<file path="src/design/csop_pkg.sv">
package csop_pkg;

    localparam int TIME_W    = 63;
    localparam int REG_W     = 30;
    localparam int OFF_W     = 28;
    localparam int PH_W      = 31;
    localparam int CFG_IDX_W = 2;
    localparam int PROP_W    = 7;
    localparam int INT_W     = 5;

    localparam logic [REG_W-1:0] CYCLE_TIME_RESET = 30'd1000000;
    localparam logic [REG_W-1:0] SYNC_SHIFT_RESET = 30'd50000;

    localparam logic [PROP_W-1:0] PROP_DIV = 7'd100;
    localparam logic [INT_W-1:0]  INT_DIV  = 5'd20;

    localparam logic [CFG_IDX_W-1:0] REG_CYCLE_TIME = 2'd0;
    localparam logic [CFG_IDX_W-1:0] REG_SYNC_SHIFT = 2'd1;

endpackage

</file>
<file path="src/design/csop_sdiv.sv">
module csop_sdiv #(
    parameter int N = 63,
    parameter int D = 30
) (
    input  logic         clk,
    input  logic         rst_n,
    input  logic         start,
    input  logic [N-1:0] dividend,
    input  logic [D-1:0] divisor,
    output logic         busy,
    output logic [N-1:0] quotient,
    output logic [D-1:0] remainder
);

    localparam int CW = $clog2(N + 1);

    logic [CW-1:0] cnt_reg;
    logic [CW-1:0] cnt_next;
    logic [N-1:0]  acc_reg;
    logic [N-1:0]  acc_next;
    logic [D-1:0]  rem_reg;
    logic [D-1:0]  rem_next;
    logic [D:0]    trial;
    logic [D:0]    diff;
    logic          fits;

    assign busy      = (cnt_reg != '0);
    assign quotient  = acc_reg;
    assign remainder = rem_reg;

    // One restoring step: bring down the next dividend bit, subtract if it fits.
    assign trial = {rem_reg, acc_reg[N-1]};
    assign diff  = trial - {1'b0, divisor};
    assign fits  = (trial >= {1'b0, divisor});

    always_comb
    begin
        cnt_next = cnt_reg;
        acc_next = acc_reg;
        rem_next = rem_reg;
        if (start)
        begin
            cnt_next = CW'(N);
            acc_next = dividend;
            rem_next = '0;
        end
        else if (busy)
        begin
            cnt_next = cnt_reg - 1'b1;
            acc_next = {acc_reg[N-2:0], fits};
            rem_next = fits ? diff[D-1:0] : trial[D-1:0];
        end
    end

    always_ff @(posedge clk or negedge rst_n)
    begin
        if (!rst_n)
        begin
            cnt_reg <= '0;
        end
        else
        begin
            cnt_reg <= cnt_next;
        end
    end

    always_ff @(posedge clk)
    begin
        acc_reg <= acc_next;
        rem_reg <= rem_next;
    end

endmodule

</file>
<file path="src/design/clock_sync_offset_pi.sv">
// Channel   Direction  Handshake               Payload
// in        input      in_valid / in_stall     reference_time
// out       output     out_valid / out_stall   offset_ns, phase_error
// cfg       input      cfg_valid / cfg_ready   cfg_index, cfg_data
//
// The remainder modulo cycle_time is formed one bit per cycle, then the
// divisions by 100 and by 20 run side by side one quotient bit per cycle.
// A new item is accepted while a finished result still waits in the output register.
// Reset clears the integrator and loads the register reset values; cfg_ready is always high.
module clock_sync_offset_pi #(
    parameter int INTEGRATOR_BITS = 32
) (
    input  logic                                 clk,
    input  logic                                 rst_n,
    input  logic                                 in_valid,
    output logic                                 in_stall,
    input  logic [csop_pkg::TIME_W-1:0]          reference_time,
    output logic                                 out_valid,
    input  logic                                 out_stall,
    output logic signed [csop_pkg::OFF_W-1:0]    offset_ns,
    output logic signed [csop_pkg::PH_W-1:0]     phase_error,
    input  logic                                 cfg_valid,
    output logic                                 cfg_ready,
    input  logic [csop_pkg::CFG_IDX_W-1:0]       cfg_index,
    input  logic [csop_pkg::REG_W-1:0]           cfg_data
);

    import csop_pkg::*;

    localparam int IB = INTEGRATOR_BITS;
    localparam int SW = ((IB > REG_W) ? IB : REG_W) + 2;

    localparam logic signed [IB-1:0] IMAX = {1'b0, {(IB-1){1'b1}}};
    localparam logic signed [IB-1:0] IMIN = {1'b1, {(IB-1){1'b0}}};
    localparam logic signed [SW-1:0] OMAX = {{(SW-OFF_W+1){1'b0}}, {(OFF_W-1){1'b1}}};
    localparam logic signed [SW-1:0] OMIN = {{(SW-OFF_W+1){1'b1}}, {(OFF_W-1){1'b0}}};

    typedef enum logic [5:0] {
        ST_IDLE  = 6'b000001,
        ST_MOD   = 6'b000010,
        ST_WRAP  = 6'b000100,
        ST_START = 6'b001000,
        ST_DIV   = 6'b010000,
        ST_DONE  = 6'b100000
    } state_t;

    state_t                  state_reg;
    state_t                  state_next;
    logic [REG_W-1:0]        cycle_time_reg;
    logic [REG_W-1:0]        sync_shift_reg;
    logic signed [IB-1:0]    integ_reg;
    logic signed [IB-1:0]    integ_next;
    logic                    neg_reg;
    logic signed [PH_W-1:0]  delta_reg;
    logic signed [PH_W-1:0]  delta_next;
    logic                    out_valid_reg;
    logic signed [OFF_W-1:0] offset_reg;
    logic signed [PH_W-1:0]  phase_reg;

    logic                    in_accept;
    logic                    out_free;
    logic [REG_W-1:0]        ct_eff;
    logic [TIME_W-1:0]       shift_ext;
    logic                    time_ge;
    logic [TIME_W-1:0]       mag;
    logic                    mod_busy;
    logic [TIME_W-1:0]       mod_quot;
    logic [REG_W-1:0]        mod_rem;
    logic                    div_start;
    logic [REG_W-1:0]        delta_mag;
    logic [IB-1:0]           integ_mag;
    logic                    pdiv_busy;
    logic [REG_W-1:0]        pdiv_quot;
    logic [PROP_W-1:0]       pdiv_rem;
    logic                    idiv_busy;
    logic [IB-1:0]           idiv_quot;
    logic [INT_W-1:0]        idiv_rem;
    logic signed [SW-1:0]    prop_term;
    logic signed [SW-1:0]    int_term;
    logic signed [SW-1:0]    sum;
    logic signed [OFF_W-1:0] offset_sat;

    assign in_stall  = (state_reg != ST_IDLE);
    assign in_accept = in_valid && !in_stall;
    assign out_free  = !out_valid_reg || !out_stall;
    assign out_valid = out_valid_reg;
    assign offset_ns = offset_reg;
    assign phase_error = phase_reg;
    assign cfg_ready = 1'b1;

    // A zero cycle time acts as a modulus of one.
    assign ct_eff    = (cycle_time_reg == '0) ? REG_W'(1) : cycle_time_reg;
    assign shift_ext = {{(TIME_W-REG_W){1'b0}}, sync_shift_reg};
    assign time_ge   = (reference_time >= shift_ext);
    assign mag       = time_ge ? (reference_time - shift_ext) : (shift_ext - reference_time);

    csop_sdiv #(
        .N (TIME_W),
        .D (REG_W)
    ) u_mod (
        .clk       (clk),
        .rst_n     (rst_n),
        .start     (in_accept),
        .dividend  (mag),
        .divisor   (ct_eff),
        .busy      (mod_busy),
        .quotient  (mod_quot),
        .remainder (mod_rem)
    );

    // Remainder takes the sign of the difference; a non-negative one wraps past half a cycle.
    always_comb
    begin
        if (neg_reg)
            delta_next = -$signed({1'b0, mod_rem});
        else if (mod_rem > (ct_eff >> 1))
            delta_next = $signed({1'b0, mod_rem}) - $signed({1'b0, ct_eff});
        else
            delta_next = $signed({1'b0, mod_rem});
    end

    always_comb
    begin
        integ_next = integ_reg;
        if (!delta_next[PH_W-1] && (delta_next != '0) && (integ_reg != IMAX))
            integ_next = integ_reg + 1'b1;
        else if (delta_next[PH_W-1] && (integ_reg != IMIN))
            integ_next = integ_reg - 1'b1;
    end

    assign div_start = (state_reg == ST_START);
    assign delta_mag = delta_reg[PH_W-1] ? REG_W'(-delta_reg) : REG_W'(delta_reg);
    assign integ_mag = integ_reg[IB-1] ? (~integ_reg + 1'b1) : integ_reg;

    csop_sdiv #(
        .N (REG_W),
        .D (PROP_W)
    ) u_pdiv (
        .clk       (clk),
        .rst_n     (rst_n),
        .start     (div_start),
        .dividend  (delta_mag),
        .divisor   (PROP_DIV),
        .busy      (pdiv_busy),
        .quotient  (pdiv_quot),
        .remainder (pdiv_rem)
    );

    csop_sdiv #(
        .N (IB),
        .D (INT_W)
    ) u_idiv (
        .clk       (clk),
        .rst_n     (rst_n),
        .start     (div_start),
        .dividend  (integ_mag),
        .divisor   (INT_DIV),
        .busy      (idiv_busy),
        .quotient  (idiv_quot),
        .remainder (idiv_rem)
    );

    // Both terms enter negated: restore the truncated quotient's sign, then flip it.
    assign prop_term = delta_reg[PH_W-1] ? $signed(SW'(pdiv_quot)) : -$signed(SW'(pdiv_quot));
    assign int_term  = integ_reg[IB-1] ? $signed(SW'(idiv_quot)) : -$signed(SW'(idiv_quot));
    assign sum       = prop_term + int_term;

    always_comb
    begin
        if (sum > OMAX)
            offset_sat = OMAX[OFF_W-1:0];
        else if (sum < OMIN)
            offset_sat = OMIN[OFF_W-1:0];
        else
            offset_sat = sum[OFF_W-1:0];
    end

    always_comb
    begin
        state_next = state_reg;
        case (state_reg)
            ST_IDLE:
            begin
                if (in_accept)
                    state_next = ST_MOD;
            end
            ST_MOD:
            begin
                if (!mod_busy)
                    state_next = ST_WRAP;
            end
            ST_WRAP:
            begin
                state_next = ST_START;
            end
            ST_START:
            begin
                state_next = ST_DIV;
            end
            ST_DIV:
            begin
                if (!pdiv_busy && !idiv_busy)
                    state_next = ST_DONE;
            end
            ST_DONE:
            begin
                if (out_free)
                    state_next = ST_IDLE;
            end
            default:
            begin
                state_next = ST_IDLE;
            end
        endcase
    end

    always_ff @(posedge clk or negedge rst_n)
    begin
        if (!rst_n)
        begin
            state_reg      <= ST_IDLE;
            cycle_time_reg <= CYCLE_TIME_RESET;
            sync_shift_reg <= SYNC_SHIFT_RESET;
            integ_reg      <= '0;
            out_valid_reg  <= 1'b0;
        end
        else
        begin
            state_reg <= state_next;
            if (cfg_valid && cfg_ready)
            begin
                case (cfg_index)
                    REG_CYCLE_TIME: cycle_time_reg <= cfg_data;
                    REG_SYNC_SHIFT: sync_shift_reg <= cfg_data;
                    default:        ;
                endcase
            end
            if (state_reg == ST_WRAP)
                integ_reg <= integ_next;
            if ((state_reg == ST_DONE) && out_free)
                out_valid_reg <= 1'b1;
            else if (out_valid_reg && !out_stall)
                out_valid_reg <= 1'b0;
        end
    end

    always_ff @(posedge clk)
    begin
        if (in_accept)
            neg_reg <= !time_ge;
        if (state_reg == ST_WRAP)
            delta_reg <= delta_next;
        if ((state_reg == ST_DONE) && out_free)
        begin
            offset_reg <= offset_sat;
            phase_reg  <= delta_reg;
        end
    end

endmodule

</file>
<file path="config.mk">
export PLATFORM = sky130hd
export DESIGN_NAME = clock_sync_offset_pi
export DESIGN_NICKNAME = d
export VERILOG_FILES = /design/src/design/csop_pkg.sv /design/src/design/csop_sdiv.sv /design/src/design/clock_sync_offset_pi.sv
export SDC_FILE = /design/constraint.sdc
export NUM_CORES = 1
export LEC_CHECK = 0
export BUFFER_PORTS_ARGS = -buffer_cell sky130_fd_sc_hd__buf_2
export CAP_MARGIN = 30
export CORE_MARGIN = 2
export CORE_UTILIZATION = 35
export CTS_CLUSTER_DIAMETER = 50
export CTS_CLUSTER_SIZE = 24
export DETAILED_ROUTE_END_ITERATION = 12
export PLACE_DENSITY = 0.62
export SLEW_MARGIN = 20
export SYNTH_ARGS = -nofsm -noshare
export SYNTH_HDL_FRONTEND = slang
export SYNTH_SLANG_ARGS = --single-unit
</file>
<file path="constraint.sdc">
create_clock -name clk -period 8.13 [get_ports clk]
set_input_delay 2.439 -clock clk [delete_from_list [all_inputs] [get_ports clk]]
set_output_delay 2.439 -clock clk [all_outputs]
set_load 0.02 [all_outputs]
</file>
==> impl_summary.txt <==
----------------------------------------------------
[Outcome]
  Result of the run ... complete, no violations

[Cells and area]
  Fraction of layout instances using a drive strength above 1 ... 13.9%
  Area Overhead vs Synth ... 15.1%
  Max reg flops ... 63
  Non-filler instance count after layout ... 4627
  Post-layout nets ... between 3000 and 4000
  Filler Cells Inserted ... 8286
  Share of the core filled with cells ... approximately two fifths

[GRT]
  Antenna violations before repair ... 4
  Pin count of the biggest net entering global routing ... 123
  Tot GR Track Use ... 19.7%
  Number of global-route vias before repair ... 23506
  Global-route wire length before repair ... 134000 µm
  Gr ovfl total ... 0

[Floorplan]
  I/O pin count ... 162
  Height of the die ... slightly below 300 µm
  Die Span X ... 292 µm
  Standard-cell row count ... between 100 and 150
  Core region area ... 82200 µm²
  Total die area ... 85400 µm²
  Initial core utilization ... 35.4%

[Timing]
  Slack of the critical path ... around 0.33 ns
  Achievable Freq ... 128 MHz
  Pins Over Slew Limit ... 0
  Worst clock skew ... 0.0489 ns
  Worst rel slew slack ... 33.9%
  Total negative slack for setup checks ... 0 ns
  Setup-failing EPs final ... 0
  Final period utilization ... 95.9%
  Shortest period the worst path allows ... 7.80 ns
  Worst-Margin Slew ... 0.980 ns
  Hold Fails Final Rpt ... 0
  Setup repair after global routing missed its margin ... true

[Synthesis]
  Share of the yosys chip area belonging to registers ... approximately a third
  Count of different cell masters after synthesis ... 95
  Synthesized area ... 29100 µm²
  Post-Syn Area per Cell ... 8.70 µm²
  Count of warnings emitted by yosys ... 0
  Number of flip-flops and latches in the synthesized netlist ... 374
  Number of enable-type register cells in the synthesized netlist ... around 220
  Fraction of registers with async set/reset ... between 30% and 40%
  Cell count after synthesis ... 3343
  Predominant post-synthesis flop cell ... sky130_fd_sc_hd__edfxtp_1
  Number of nets produced by synthesis ... approximately 3700

[Clock network]
  Num Clock Sinks ... about 370
  Hold_buf cts ... 0
  Clock transition at the registers of the reported paths ... 0.07 ns
  CTS max path bufs ... 3
  Clock Tree Root ... sky130_fd_sc_hd__clkbuf_16
  TritonCTS clock tree ... done
  Number of buffers created by CTS ... 60
  Level count of the clock H-tree ... 2
  Worst-skew pair later-pin latency ... ~0.67 ns

[Setup path]
  Slowest Stage Delay on Critical Path ... 0.54 ns
  R2r startpoint ... cycle_time_reg[19]
  Logic depth of the worst register-to-register path ... 33
  Arrival time of data at the critical path endpoint ... ~8.3 ns
  Category of the worst setup path capture point ... flop
  Highest fanout seen on the critical path ... 7
  Type of the worst setup path ... reg2reg
  Setup slack of the worst register-to-register path ... approximately 0.33 ns
  Critical-path cell with the highest stage delay ... sky130_fd_sc_hd__or4_4
  Startpoint kind of the worst setup timing path ... flop
  Required @ worst endpoint ... around 8.7 ns
  R2R Path End ... integ_reg[28]

[Place]
  Number of placed instances, taps included ... 4510
  Post-detailed-placement half-perimeter wirelength ... 66100 µm
  Placer congestion estimate ... 0.957
  Post-placement worst setup slack ... 0.0983 ns
  Count of port buffers added during placement ... between 150 and 200

[Power]
  Lkg Pwr ... ~14 nW
  Highest ir drop seen on vdd ... 0.280 mV
  Pwr Density ... 289 nW/µm²

[Detailed routing]
  Top layer in use ... met4
  Number of violations reported at the end of detailed-routing iteration 0 ... 1959
  Length of routed met2 wiring ... 37100 µm
  Routed wire length on met3 ... 5800 µm
  Number of nets with antenna violations after detailed routing ... 0
  Residual DRC ... 0
  Total routed wire length on the met1 layer ... 41300 µm
  Total number of vias ... 25361
  Routed wire length ... 86400 µm
  Via-per-instance ratio ... 5.48
  Wire length per cell ... 18.7 µm
  Number of detailed-route iterations in the first pass ... 5

[Job]
  Reported max-cap violation count ... 0

[Worst hold path]
  Hold Crit Class ... reg2reg
  Worst min-delay path startpoint ... u_pdiv.remainder[6]
  Hold Path Depth ... 2
  Worst min-delay path endpoint ... u_pdiv.remainder[6]

----------------------------------------------------
==> synthesized netlist by cell type (29+ instances only) <==
master | n | share of area, %
sky130_fd_sc_hd__a211oi_1 | 43 | 1.1
sky130_fd_sc_hd__a21o_1 | 70 | 1.8
sky130_fd_sc_hd__a21oi_1 | 262 | 4.5
sky130_fd_sc_hd__a31oi_1 | 35 | 0.75
sky130_fd_sc_hd__clkbuf_1 | 116 | 1.5
sky130_fd_sc_hd__dfrtp_1 | 102 | 8.8
sky130_fd_sc_hd__dfxtp_1 | 42 | 2.9
sky130_fd_sc_hd__edfxtp_1 | 216 | 22
sky130_fd_sc_hd__ha_1 | 202 | 8.7
sky130_fd_sc_hd__inv_1 | 182 | 2.3
sky130_fd_sc_hd__mux2_2 | 38 | 1.5
sky130_fd_sc_hd__mux2_4 | 29 | 1.5
sky130_fd_sc_hd__nand2_1 | 368 | 4.7
sky130_fd_sc_hd__nand2b_1 | 42 | 0.90
sky130_fd_sc_hd__nand3_1 | 60 | 1.0
sky130_fd_sc_hd__nand4_1 | 35 | 0.75
sky130_fd_sc_hd__nor2_1 | 239 | 3.1
sky130_fd_sc_hd__nor3_1 | 86 | 1.5
sky130_fd_sc_hd__nor4_1 | 42 | 0.90
sky130_fd_sc_hd__o21ai_0 | 341 | 5.9
sky130_fd_sc_hd__o31ai_1 | 31 | 0.80
sky130_fd_sc_hd__or3_1 | 43 | 0.92
sky130_fd_sc_hd__xnor2_1 | 131 | 3.9
sky130_fd_sc_hd__xor2_1 | 163 | 4.9
==> through the flow <==
step / hold WS (ns) / total power, W / cell area [µm²]
floorplan: 0.432 / 0.00570 / 29100
global placement: 0.443 / 0.00689 / 31200
detailed placement: 0.448 / 0.00691 / 31300
CTS: 0.459 / 0.00962 / 33400
global route: 0.493 / 0.0103 / 33500
finish: 0.458 / 0.00967 / 33500
==> layout make-up <==
type | count | area [µm²] | area share (%)
multi-input cells | 2654 | 17700 | 52.9
flip-flops and latches | 374 | 10200 | 30.6
clock buffers | 64 | 1550 | 4.62
repair buffers | 231 | 1370 | 4.08
well taps | 1070 | 1340 | 4.00
inverters | 184 | 691 | 2.06
clock inverters | 49 | 566 | 1.69
diodes | 1 | 2.50 | 0.00747
==> critical path, delay by kind of cell (launching register included) <==
kind / cells / cell delay [ns]
buf+inv: 2 / 0.34
fa+ha+maj: 3 / 0.93
compound gates: 14 / 2.60
xor+xnor: 1 / 0.14
mux: 1 / 0.27
simple gates: 12 / 2.83
flops: 1 / 0.53
==> cell families after synthesis <==
family,count (synthesis),share of synthesized area [%]
xor+xnor,294,8.85
flops,374,35.2
buf+inv,315,4.29
compound gates,990,20.9
fa+ha+maj,208,9.10
mux,85,3.59
other cells,1,0.0129
simple gates,1076,18.0
==> worst max-delay path by stage <==
stage                       startpoint       endpoint
global placement    cycle_time_reg[19]  integ_reg[28]
global route        cycle_time_reg[19]  integ_reg[28]
detailed placement  cycle_time_reg[19]  integ_reg[31]
CTS                 cycle_time_reg[19]  integ_reg[28]
floorplan           cycle_time_reg[18]  integ_reg[28]
finish              cycle_time_reg[19]  integ_reg[28]
==> per-layer routing <==
metal	vias to the layer above	track usage [%]
li1	12524	-
met1	11925	28.5
met2	769	30.0
met3	143	3.39
met4	0	5.73
met5	-	0
==> power by group <==
group | switching [W] | total, W | internal (W) | leakage (nW)
registers | 0.000192 | 0.00254 | 0.00235 | 3.58
logic | 0.00267 | 0.00446 | 0.00179 | 9.61
clock network | 0.00114 | 0.00266 | 0.00152 | 1.03
==> cell usage in the layout, fill, tap and decap left out, types with 27 or more instances in the layout <==
cell type,instances
sky130_fd_sc_hd__inv_1,181
sky130_fd_sc_hd__a21o_1,70
sky130_fd_sc_hd__a31oi_1,34
sky130_fd_sc_hd__xor2_1,163
sky130_fd_sc_hd__buf_2,159
sky130_fd_sc_hd__nor4_1,42
sky130_fd_sc_hd__a211oi_1,41
sky130_fd_sc_hd__dfxtp_1,42
sky130_fd_sc_hd__a21oi_1,259
sky130_fd_sc_hd__nand2b_1,42
sky130_fd_sc_hd__or3_1,43
sky130_fd_sc_hd__nor2_1,239
sky130_fd_sc_hd__dfrtp_1,101
sky130_fd_sc_hd__nand2_1,367
sky130_fd_sc_hd__nand4_1,35
sky130_fd_sc_hd__mux2_4,29
sky130_fd_sc_hd__xnor2_1,131
sky130_fd_sc_hd__nor3_1,85
sky130_fd_sc_hd__buf_4,69
sky130_fd_sc_hd__o31ai_1,31
sky130_fd_sc_hd__edfxtp_1,216
sky130_fd_sc_hd__nand3_1,60
sky130_fd_sc_hd__ha_1,202
sky130_fd_sc_hd__mux2_2,38
sky130_fd_sc_hd__or4_1,27
sky130_fd_sc_hd__o21ai_0,340
sky130_fd_sc_hd__clkbuf_16,60
==> timing repair <==
action                                 CTS  global route
resized for setup                        0            14
buffers inserted                         0             1
endpoints found under the hold margin    0             0
setup endpoints to repair                0             7
(Power assumes the default switching activity.)
